## src/hw/rtl/crs_pkg.sv

```systemverilog
`default_nettype none
package crs_pkg;

  localparam int NUM_CLASSES = 6;
  localparam int COUNT_BITS  = 24;
  localparam int SCORE_BITS  = 16;

  localparam int SCORE_FIELDS  = 6;
  localparam int SCORE_FIELD_W = 16;
  localparam int SCORE_W       = SCORE_FIELD_W + 1;
  localparam int SCORE_USED    = (SCORE_BITS < SCORE_FIELD_W) ? SCORE_BITS : SCORE_FIELD_W;
  localparam int CLASS_W       = 3;
  localparam int LOSS_W        = 16;
  localparam int SQ_IN_W       = 2 * LOSS_W;
  localparam int OUT_CNT_W     = 24;
  localparam int SUM_W         = 40;
  localparam int SQ_W          = 56;
  localparam int CELLS         = NUM_CLASSES * NUM_CLASSES;
  localparam int CELL_AW       = $clog2(CELLS);

  typedef logic signed [SCORE_W-1:0] score_t;
  typedef logic [CLASS_W-1:0]        cls_t;
  typedef logic [COUNT_BITS-1:0]     cnt_t;
  typedef logic [CELL_AW-1:0]        addr_t;

  localparam cnt_t CNT_MAX = '1;

  typedef struct packed {
    cls_t  pred;
    cls_t  rank;
    logic  correct;
    logic  label_ok;
    addr_t addr;
  } rank_res_t;

  typedef struct packed {
    cnt_t              tests;
    cnt_t              corrects;
    logic [LOSS_W-1:0] min_loss;
    logic [LOSS_W-1:0] max_loss;
    logic [SUM_W-1:0]  sum_loss;
    logic [SQ_W-1:0]   sum_sq;
  } stats_t;

  // Low SCORE_BITS of the field, sign-extended; wider settings see the field as unsigned.
  function automatic score_t score_val(input logic [SCORE_FIELD_W-1:0] raw);
    logic [SCORE_W-1:0] ext;
    score_t             v;
    ext = {1'b0, raw};
    for (int b = 0; b < SCORE_W; b++) begin
      if (b < SCORE_USED) begin
        v[b] = ext[b];
      end else begin
        v[b] = (SCORE_BITS <= SCORE_FIELD_W) ? ext[SCORE_USED-1] : 1'b0;
      end
    end
    return v;
  endfunction

  function automatic cnt_t sat_inc(input cnt_t c);
    return (c == CNT_MAX) ? c : c + COUNT_BITS'(1);
  endfunction

endpackage
`default_nettype wire

```

## src/hw/rtl/crs_in_if.sv

```systemverilog
`default_nettype none
interface crs_in_if;
  import crs_pkg::*;

  logic                            valid;
  logic                            ready;
  logic signed [SCORE_FIELD_W-1:0] score_0;
  logic signed [SCORE_FIELD_W-1:0] score_1;
  logic signed [SCORE_FIELD_W-1:0] score_2;
  logic signed [SCORE_FIELD_W-1:0] score_3;
  logic signed [SCORE_FIELD_W-1:0] score_4;
  logic signed [SCORE_FIELD_W-1:0] score_5;
  logic [CLASS_W-1:0]              true_label;
  logic [LOSS_W-1:0]               loss;

  modport source (
    output valid, score_0, score_1, score_2, score_3, score_4, score_5, true_label, loss,
    input  ready
  );
  modport sink (
    input  valid, score_0, score_1, score_2, score_3, score_4, score_5, true_label, loss,
    output ready
  );
endinterface
`default_nettype wire

```

## src/hw/rtl/crs_out_if.sv

```systemverilog
`default_nettype none
interface crs_out_if;
  import crs_pkg::*;

  logic                 valid;
  logic                 ready;
  logic [CLASS_W-1:0]   predicted_class;
  logic [CLASS_W-1:0]   true_rank;
  logic                 is_correct;
  logic [OUT_CNT_W-1:0] cell_count;
  logic [OUT_CNT_W-1:0] tests_total;
  logic [OUT_CNT_W-1:0] correct_total;
  logic [LOSS_W-1:0]    lowest_loss;
  logic [LOSS_W-1:0]    highest_loss;
  logic [SUM_W-1:0]     loss_total;
  logic [SQ_W-1:0]      loss_square_total;

  modport source (
    output valid, predicted_class, true_rank, is_correct, cell_count, tests_total,
           correct_total, lowest_loss, highest_loss, loss_total, loss_square_total,
    input  ready
  );
  modport sink (
    input  valid, predicted_class, true_rank, is_correct, cell_count, tests_total,
           correct_total, lowest_loss, highest_loss, loss_total, loss_square_total,
    output ready
  );
endinterface
`default_nettype wire

```

## src/hw/rtl/classifier_rank_statistics.sv

```systemverilog
// Each word passes the input register and the counter stage into the result register.
// Throughput: one word per cycle while result.ready holds; three-stage pipeline (input
//   register, counter read-modify-write stage, result register) with forwarding on the
//   counter RAM. Reset (synchronous, rst high): empties the pipeline, clears all
//   statistics and marks every rank/label cell invalid; invalid cells read as zero.
`default_nettype none
module classifier_rank_statistics (
  input wire logic clk,
  input wire logic rst,
  crs_in_if.sink   item,
  crs_out_if.source result
);
  import crs_pkg::*;

  // ---------------- stage A: input register ----------------
  logic                     a_valid;
  logic [SCORE_FIELD_W-1:0] a_raw [SCORE_FIELDS];
  cls_t                     a_label;
  logic [LOSS_W-1:0]        a_loss;
  score_t                   a_s [NUM_CLASSES];
  rank_res_t                a_res;

  // ---------------- stage B: counter update ----------------
  logic               b_valid;
  rank_res_t          b_res;
  logic [LOSS_W-1:0]  b_loss;
  logic [SQ_IN_W-1:0] b_sq;

  // ---------------- stage C: result register ----------------
  logic c_valid;

  // handshake / advance
  logic b_load;
  logic c_load;

  // rank matrix storage
  addr_t           raddr;
  logic            we;
  cnt_t            rdata;
  logic            cell_valid [CELLS];
  logic            rd_ok;
  logic            fw_hit;
  cnt_t            fw_data;
  cnt_t            cell_old;
  cnt_t            cell_new;
  stats_t          st_next;

  assign c_load     = b_valid && (!c_valid || result.ready);
  assign b_load     = a_valid && (!b_valid || c_load);
  assign item.ready = !a_valid || b_load;

  always_ff @(posedge clk) begin
    if (rst) begin
      a_valid <= 1'b0;
    end else if (item.ready) begin
      a_valid <= item.valid;
    end
  end

  always_ff @(posedge clk) begin
    if (item.valid && item.ready) begin
      a_raw[0] <= item.score_0;
      a_raw[1] <= item.score_1;
      a_raw[2] <= item.score_2;
      a_raw[3] <= item.score_3;
      a_raw[4] <= item.score_4;
      a_raw[5] <= item.score_5;
      a_label  <= item.true_label;
      a_loss   <= item.loss;
    end
  end

  always_comb begin
    for (int i = 0; i < NUM_CLASSES; i++) begin
      a_s[i] = score_val(a_raw[i]);
    end
  end

  crs_rank u_rank (
    .s     (a_s),
    .label (a_label),
    .res   (a_res)
  );

  always_ff @(posedge clk) begin
    if (rst) begin
      b_valid <= 1'b0;
    end else if (!b_valid || c_load) begin
      b_valid <= a_valid;
    end
  end

  // square is registered here so the wide accumulate sees a flop output
  always_ff @(posedge clk) begin
    if (b_load) begin
      b_res  <= a_res;
      b_loss <= a_loss;
      b_sq   <= SQ_IN_W'(a_loss) * SQ_IN_W'(a_loss);
    end
  end

  // Read the address of whatever sits in B next cycle; a held B re-reads its own cell.
  assign raddr = b_load ? a_res.addr : b_res.addr;
  assign we    = c_load && b_res.label_ok;

  crs_ram #(
    .WIDTH (COUNT_BITS),
    .DEPTH (CELLS)
  ) u_cells (
    .clk   (clk),
    .we    (we),
    .waddr (b_res.addr),
    .wdata (cell_new),
    .raddr (raddr),
    .rdata (rdata)
  );

  // valid bits stand in for clearing the matrix
  always_ff @(posedge clk) begin
    if (rst) begin
      for (int i = 0; i < CELLS; i++) begin
        cell_valid[i] <= 1'b0;
      end
      rd_ok  <= 1'b0;
      fw_hit <= 1'b0;
    end else begin
      if (we) begin
        cell_valid[b_res.addr] <= 1'b1;
      end
      rd_ok  <= cell_valid[raddr];
      fw_hit <= we && (b_res.addr == raddr);
    end
  end

  // write and read of one cell on the same edge: RAM returns the old value
  always_ff @(posedge clk) begin
    if (we) begin
      fw_data <= cell_new;
    end
  end

  assign cell_old = fw_hit ? fw_data : (rd_ok ? rdata : '0);
  assign cell_new = sat_inc(cell_old);

  crs_stats u_stats (
    .clk      (clk),
    .rst      (rst),
    .upd      (c_load),
    .label_ok (b_res.label_ok),
    .correct  (b_res.correct),
    .loss     (b_loss),
    .sq       (b_sq),
    .nxt      (st_next)
  );

  // ---------------- result register ----------------
  always_ff @(posedge clk) begin
    if (rst) begin
      c_valid <= 1'b0;
    end else if (!c_valid || result.ready) begin
      c_valid <= b_valid;
    end
  end

  always_ff @(posedge clk) begin
    if (c_load) begin
      result.predicted_class   <= b_res.pred;
      result.true_rank         <= b_res.rank;
      result.is_correct        <= b_res.correct;
      result.cell_count        <= b_res.label_ok ? OUT_CNT_W'(cell_new) : '0;
      result.tests_total       <= OUT_CNT_W'(st_next.tests);
      result.correct_total     <= OUT_CNT_W'(st_next.corrects);
      result.lowest_loss       <= st_next.min_loss;
      result.highest_loss      <= st_next.max_loss;
      result.loss_total        <= st_next.sum_loss;
      result.loss_square_total <= st_next.sum_sq;
    end
  end

  assign result.valid = c_valid;

endmodule
`default_nettype wire

```

## src/hw/rtl/crs_ram.sv

```systemverilog
`default_nettype none
module crs_ram #(
  parameter int WIDTH = 8,
  parameter int DEPTH = 16
) (
  input  wire logic                     clk,
  input  wire logic                     we,
  input  wire logic [$clog2(DEPTH)-1:0] waddr,
  input  wire logic [WIDTH-1:0]         wdata,
  input  wire logic [$clog2(DEPTH)-1:0] raddr,
  output logic      [WIDTH-1:0]         rdata
);
  logic [WIDTH-1:0] mem [DEPTH];

  // read-first on a same-address collision
  always_ff @(posedge clk) begin
    if (we) begin
      mem[waddr] <= wdata;
    end
    rdata <= mem[raddr];
  end
endmodule
`default_nettype wire

```

## src/hw/rtl/crs_rank.sv

```systemverilog
`default_nettype none
module crs_rank (
  input  wire crs_pkg::score_t   s [crs_pkg::NUM_CLASSES],
  input  wire crs_pkg::cls_t     label,
  output crs_pkg::rank_res_t     res
);
  import crs_pkg::*;

  score_t best;
  score_t ts;
  cls_t   pred;
  cls_t   rank;
  logic   ok;

  // first maximum
  always_comb begin
    best = s[0];
    pred = '0;
    for (int i = 1; i < NUM_CLASSES; i++) begin
      if (s[i] > best) begin
        best = s[i];
        pred = CLASS_W'(i);
      end
    end
  end

  assign ok = (label < CLASS_W'(NUM_CLASSES));

  always_comb begin
    ts = s[0];
    for (int i = 0; i < NUM_CLASSES; i++) begin
      if (CLASS_W'(i) == label) begin
        ts = s[i];
      end
    end
  end

  // strictly greater, or equal at a lower index
  always_comb begin
    rank = '0;
    for (int i = 0; i < NUM_CLASSES; i++) begin
      if ((s[i] > ts) || ((s[i] == ts) && (CLASS_W'(i) < label))) begin
        rank = rank + CLASS_W'(1);
      end
    end
  end

  always_comb begin
    res.pred     = pred;
    res.label_ok = ok;
    res.rank     = ok ? rank : '0;
    res.correct  = ok && (pred == label);
    res.addr     = ok ? (CELL_AW'(rank) * CELL_AW'(NUM_CLASSES) + CELL_AW'(label)) : '0;
  end
endmodule
`default_nettype wire

```

## src/hw/rtl/crs_stats.sv

```systemverilog
`default_nettype none
module crs_stats (
  input  wire logic                          clk,
  input  wire logic                          rst,
  input  wire logic                          upd,
  input  wire logic                          label_ok,
  input  wire logic                          correct,
  input  wire logic [crs_pkg::LOSS_W-1:0]    loss,
  input  wire logic [crs_pkg::SQ_IN_W-1:0]   sq,
  output crs_pkg::stats_t                    nxt
);
  import crs_pkg::*;

  cnt_t              test_count;
  cnt_t              correct_count;
  logic [LOSS_W-1:0] min_loss;
  logic [LOSS_W-1:0] max_loss;
  logic [SUM_W-1:0]  sum_loss;
  logic [SQ_W-1:0]   sum_sq_loss;
  logic [SUM_W:0]    sum_wide;
  logic [SQ_W:0]     sq_wide;

  assign sum_wide = {1'b0, sum_loss} + (SUM_W+1)'(loss);
  assign sq_wide  = {1'b0, sum_sq_loss} + (SQ_W+1)'(sq);

  always_comb begin
    nxt.tests    = sat_inc(test_count);
    nxt.corrects = (label_ok && correct) ? sat_inc(correct_count) : correct_count;
    nxt.min_loss = (loss < min_loss) ? loss : min_loss;
    nxt.max_loss = (loss > max_loss) ? loss : max_loss;
    nxt.sum_loss = sum_wide[SUM_W] ? '1 : sum_wide[SUM_W-1:0];
    nxt.sum_sq   = sq_wide[SQ_W] ? '1 : sq_wide[SQ_W-1:0];
  end

  always_ff @(posedge clk) begin
    if (rst) begin
      test_count    <= '0;
      correct_count <= '0;
      min_loss      <= '1;
      max_loss      <= '0;
      sum_loss      <= '0;
      sum_sq_loss   <= '0;
    end else if (upd) begin
      test_count    <= nxt.tests;
      correct_count <= nxt.corrects;
      min_loss      <= nxt.min_loss;
      max_loss      <= nxt.max_loss;
      sum_loss      <= nxt.sum_loss;
      sum_sq_loss   <= nxt.sum_sq;
    end
  end
endmodule
`default_nettype wire

```

## src/flat_wrapper.sv

```systemverilog
// flat-port wrapper written by rule: the top's interface ports become plain ports
module classifier_rank_statistics_flat import crs_pkg::*;
  (clk, rst, item_valid, item_score_0, item_score_1, item_score_2, item_score_3, item_score_4, item_score_5, item_true_label, item_loss, item_ready, result_valid, result_predicted_class, result_true_rank, result_is_correct, result_cell_count, result_tests_total, result_correct_total, result_lowest_loss, result_highest_loss, result_loss_total, result_loss_square_total, result_ready);
  crs_in_if item_i ();
  crs_out_if result_i ();
  input wire logic clk;
  input wire logic rst;
  input wire logic [$bits(item_i.valid)-1:0] item_valid;
  input wire logic [$bits(item_i.score_0)-1:0] item_score_0;
  input wire logic [$bits(item_i.score_1)-1:0] item_score_1;
  input wire logic [$bits(item_i.score_2)-1:0] item_score_2;
  input wire logic [$bits(item_i.score_3)-1:0] item_score_3;
  input wire logic [$bits(item_i.score_4)-1:0] item_score_4;
  input wire logic [$bits(item_i.score_5)-1:0] item_score_5;
  input wire logic [$bits(item_i.true_label)-1:0] item_true_label;
  input wire logic [$bits(item_i.loss)-1:0] item_loss;
  output wire logic [$bits(item_i.ready)-1:0] item_ready;
  output wire logic [$bits(result_i.valid)-1:0] result_valid;
  output wire logic [$bits(result_i.predicted_class)-1:0] result_predicted_class;
  output wire logic [$bits(result_i.true_rank)-1:0] result_true_rank;
  output wire logic [$bits(result_i.is_correct)-1:0] result_is_correct;
  output wire logic [$bits(result_i.cell_count)-1:0] result_cell_count;
  output wire logic [$bits(result_i.tests_total)-1:0] result_tests_total;
  output wire logic [$bits(result_i.correct_total)-1:0] result_correct_total;
  output wire logic [$bits(result_i.lowest_loss)-1:0] result_lowest_loss;
  output wire logic [$bits(result_i.highest_loss)-1:0] result_highest_loss;
  output wire logic [$bits(result_i.loss_total)-1:0] result_loss_total;
  output wire logic [$bits(result_i.loss_square_total)-1:0] result_loss_square_total;
  input wire logic [$bits(result_i.ready)-1:0] result_ready;
  assign item_i.valid = item_valid;
  assign item_i.score_0 = item_score_0;
  assign item_i.score_1 = item_score_1;
  assign item_i.score_2 = item_score_2;
  assign item_i.score_3 = item_score_3;
  assign item_i.score_4 = item_score_4;
  assign item_i.score_5 = item_score_5;
  assign item_i.true_label = item_true_label;
  assign item_i.loss = item_loss;
  assign item_ready = item_i.ready;
  assign result_valid = result_i.valid;
  assign result_predicted_class = result_i.predicted_class;
  assign result_true_rank = result_i.true_rank;
  assign result_is_correct = result_i.is_correct;
  assign result_cell_count = result_i.cell_count;
  assign result_tests_total = result_i.tests_total;
  assign result_correct_total = result_i.correct_total;
  assign result_lowest_loss = result_i.lowest_loss;
  assign result_highest_loss = result_i.highest_loss;
  assign result_loss_total = result_i.loss_total;
  assign result_loss_square_total = result_i.loss_square_total;
  assign result_i.ready = result_ready;
  classifier_rank_statistics u_core (.clk(clk), .rst(rst), .item(item_i), .result(result_i));
endmodule
```

## config.mk

```make
export PLATFORM = sky130hd
export DESIGN_NAME = classifier_rank_statistics_flat
export DESIGN_NICKNAME = d
export VERILOG_FILES = /design/src/hw/rtl/crs_pkg.sv /design/src/hw/rtl/crs_in_if.sv /design/src/hw/rtl/crs_out_if.sv /design/src/hw/rtl/classifier_rank_statistics.sv /design/src/hw/rtl/crs_ram.sv /design/src/hw/rtl/crs_rank.sv /design/src/hw/rtl/crs_stats.sv /design/src/flat_wrapper.sv
export SDC_FILE = /design/constraint.sdc
export NUM_CORES = 2
export LEC_CHECK = 0
export ABC_AREA = 1
export BUFFER_PORTS_ARGS = -buffer_cell sky130_fd_sc_hd__buf_2
export CAP_MARGIN = 20
export CELL_PAD_IN_SITES_DETAIL_PLACEMENT = 1
export CELL_PAD_IN_SITES_GLOBAL_PLACEMENT = 1
export CORE_AREA = 2 2 414 416
export CTS_CLUSTER_DIAMETER = 200
export DETAILED_ROUTE_END_ITERATION = 10
export DIE_AREA = 0 0 416 418
export PLACE_DENSITY_LB_ADDON = 0.25
export SLEW_MARGIN = 30
export SYNTH_ARGS = -nofsm -noshare
export SYNTH_HDL_FRONTEND = slang
export SYNTH_HIERARCHICAL = 1
export SYNTH_SLANG_ARGS = --single-unit
```

## constraint.sdc

```tcl
create_clock -name clk -period 10.27 [get_ports clk]
set_clock_uncertainty 0.2 [all_clocks]
set_input_delay 0.5135 -clock clk [delete_from_list [all_inputs] [get_ports clk]]
set_output_delay 0.5135 -clock clk [all_outputs]
set_load 0.02 [all_outputs]
```

==> out/metrics.cfg <==
[finish]
fin_nets = 10037
synthToLayoutAreaGrowth_pct = 13.5
fin_area_um2 = 93700
final_common_cell = nand2_1
num-fill-cells = 19203
layout_common_cells = nand2_1 (2,514), edfxtp_1 (1,270), nand3_1 (1,101)
final_cells = 11727
fin_util = 0.554
layout-drive-gt1-share = 0.106
diodes = 0

[drt]
drcViolationCount = 0
routed.top_layer = met5
wl_mm = 272
wl_met1_mm = 112
num_vias = 66961
route.met2.wl_mm = 134
firstDrtPassIters = 5
detail_route.iter0.violations = 5004
wl_per_cell_um = 23.2
wl_met3_mm = 13.9
viasPerCell = 5.71
ant_nets = 0

[cts]
clock-sinks = 1539
cts-root-buf = clkbuf_16
htree_levels = 4
numCtsBuffers = 167
cts_tree = done
clk_pin_slew_ns = 0.06
clock_latency_ns = 0.83
cts_buffer_depth = 3

[min_path]
hp-class = input pin to flip-flop

[yosys]
ys_seq_area_frac = 0.527
synth_edf_count = 1270
ys_warn_count = 6
ys.flop_type = edfxtp_1
ys_top_cells_by_area = edfxtp_1 (46%), nand2_1 (11%), nand3_1 (6.7%), dfxtp_1 (6.5%), ha_1 (5.8%)
syn_area_um2 = 82600
synthArstFlopShare = 0
ys_ff_latch = 1539
ys_types = 76
synth_top_area_cell = edfxtp_1
avgSynthCellArea_um2 = 9.24
yosys.area.top_type_share = 0.462
syn-instance-count = 8940

[sta]
hold_viol = 0
timing.fmax_mhz = 103
tightest_slew_ns = 1.14
fin_crit_ns = 9.69
fin_crit_sh = 0.943
slew-limit-headroom = 0.237
setup_viol = 0
setup_ws_ns = 0.581
worst_hold_slack_ns = 0.116
fin_setup_tns_ns = 0
maxSlewViolCount = 0

[global_routing]
grt_pass1_wl_mm = 413
grt_usage = 0.308
grt_max_degree = 195
grt.overflow.total = 0
first_global_vias = 71499
antenna_found_initial = 3

[critical_path]
critPathMaxStageDelay_ns = 0.47
cp_max_fo = 17
worst_setup_path_start_kind = flip-flop
critPathKind = flip-flop to flip-flop
worst_ep_arrival_time_ns = 10.07
cpMaxStageDelayCell = edfxtp_1
cp-end-kind = flip-flop
cp_common_cell = nand2_1
required_ns = 10.65

[place]
numPortBuffers = 327
gp_congestion = 0.917
dp.final_hpwl_mm = 183
dp_slack_ns = -0.0270
placedCellCount = 11287
postPlaceCellArea_um2 = 86700

[floorplanning]
start_util = 0.488
core_region_area_um2 = 169000
die_x_um = 416
die_h_um = 418
num_rows = 151
die_area_um2 = 174000
pin_count = 328

[status]
status = complete, no violations

[job]
drv_cap = 0

[power]
total_leakage_power_nw = 41.3
power_density_nw_per_um2 = 289
max-vdd-ir-drop_uv = 438
fin_total_pwr_mw = 27.1

-- worst paths after layout --
| kind | end | start | cells past startpoint | slack [ns] |
|---|---|---|---|---|
| worst max-delay path | u_core/b_res[7]$_DFFE_PP_ | u_core/a_raw[0][6]$_DFFE_PP_ | 71 | 0.58 |
| worst min-delay path | u_core/a_valid$_SDFFE_PP0N_ | rst | 2 | 0.12 |
| worst max register to register | u_core/b_res[7]$_DFFE_PP_ | u_core/a_raw[0][6]$_DFFE_PP_ | 71 | 0.58 |
| worst min register to register | u_core/result.predicted_class[1]$_DFFE_PP_ | u_core/b_res[12]$_DFFE_PP_ | 0 | 0.23 |
-- worst max-delay path, delay by kind of cell (launching register included) --
kind | cells | cell delay [ns]
AO/OA/AOI/OAI | 6 | 0.76
XOR/XNOR | 1 | 0.20
adder cells (fa/ha/maj) | 5 | 1.41
buffers and inverters | 13 | 1.54
flip-flops | 1 | 0.47
AND/OR/NAND/NOR | 46 | 4.87
-- layer usage --
metal  vias up  track usage
met5         -            0
met4         4        0.139
met3       595       0.0377
met2      2157        0.532
met1     33616        0.388
li1      30589            -
-- report_power, final --
part	leakage, nW	total (mW)	switching [mW]	internal [mW]
combinational	24.6	13.0	8.67	4.32
clock	2.70	6.11	2.60	3.50
sequential	14.0	7.98	0.279	7.70
total	41.3	27.1	11.5	15.5
-- timing repair --
action | in CTS | in global routing
resized for setup | 2 | 44
buffers inserted | 0 | 10
setup endpoints to repair | 1 | 4
pin swaps | 0 | 12
hold buffers | 117 | 0
hold endpoints to repair | 118 | 0
cloned | 0 | 3
-- Yosys cell counts, types with 11 or more instances --
master / n
buf_6: 47
a21oi_1: 274
fa_1: 168
a21oi_2: 11
o21ai_0: 248
nand3_1: 1108
xnor2_1: 34
edfxtp_1: 1270
nand3b_1: 18
nor3_1: 74
nor4_1: 16
buf_2: 116
inv_1: 1097
and2_1: 52
buf_1: 15
ha_1: 381
dfxtp_1: 269
nand2_2: 39
inv_2: 24
nor2_1: 477
nand4_1: 103
or2_2: 30
o21ai_1: 43
o211ai_1: 13
o22ai_1: 62
nand2_1: 2523
buf_4: 18
nor2_2: 22
clkbuf_1: 142
xor2_1: 77
a21o_1: 14
nand3_2: 21
-- area by class of cell --
type / instances / area [um2] / share of cell area
timing repair buffer: 599 / 4340 / 0.0463
multi-input combinational: 5931 / 33200 / 0.355
clock inverter: 100 / 1040 / 0.0111
clock buffer: 209 / 4490 / 0.0479
sequential: 1539 / 43500 / 0.464
timing repair inverter: 1 / 7.51 / 0.0000801
inverter: 1130 / 4300 / 0.0459
tap: 2218 / 2780 / 0.0296
-- registers in the layout, indices dropped and copies added, names as in the netlist, 16 cells and up --
| register | flops |
|---|---|
| u_core/a_loss | 16 |
| u_core/a_raw | 96 |
| u_core/b_loss | 16 |
| u_core/b_sq | 30 |
| u_core/cell_valid | 64 |
| u_core/fw_data | 24 |
| u_core/result.cell_count | 24 |
| u_core/result.correct_total | 24 |
| u_core/result.highest_loss | 16 |
| u_core/result.loss_square_total | 56 |
| u_core/result.loss_total | 40 |
| u_core/result.lowest_loss | 16 |
| u_core/result.tests_total | 24 |
| u_core/u_cells/mem | 864 |
| u_core/u_cells/rdata | 24 |
| u_core/u_stats/correct_count | 24 |
| u_core/u_stats/max_loss | 16 |
| u_core/u_stats/min_loss | 16 |
| u_core/u_stats/sum_loss | 40 |
| u_core/u_stats/sum_sq_loss | 56 |
| u_core/u_stats/test_count | 24 |
-- cells by family after synthesis --
family,after synthesis,synth area share
other,1,0.0000454
buffers and inverters,1471,0.0744
DFF,1539,0.527
AOI/OAI and AO/OA,733,0.0493
xor gates and xnor gates,113,0.0122
and+or+nand+nor,4532,0.238
muxes,2,0.000258
adders and majority gates,549,0.0985
(Power assumes the default switching activity.)
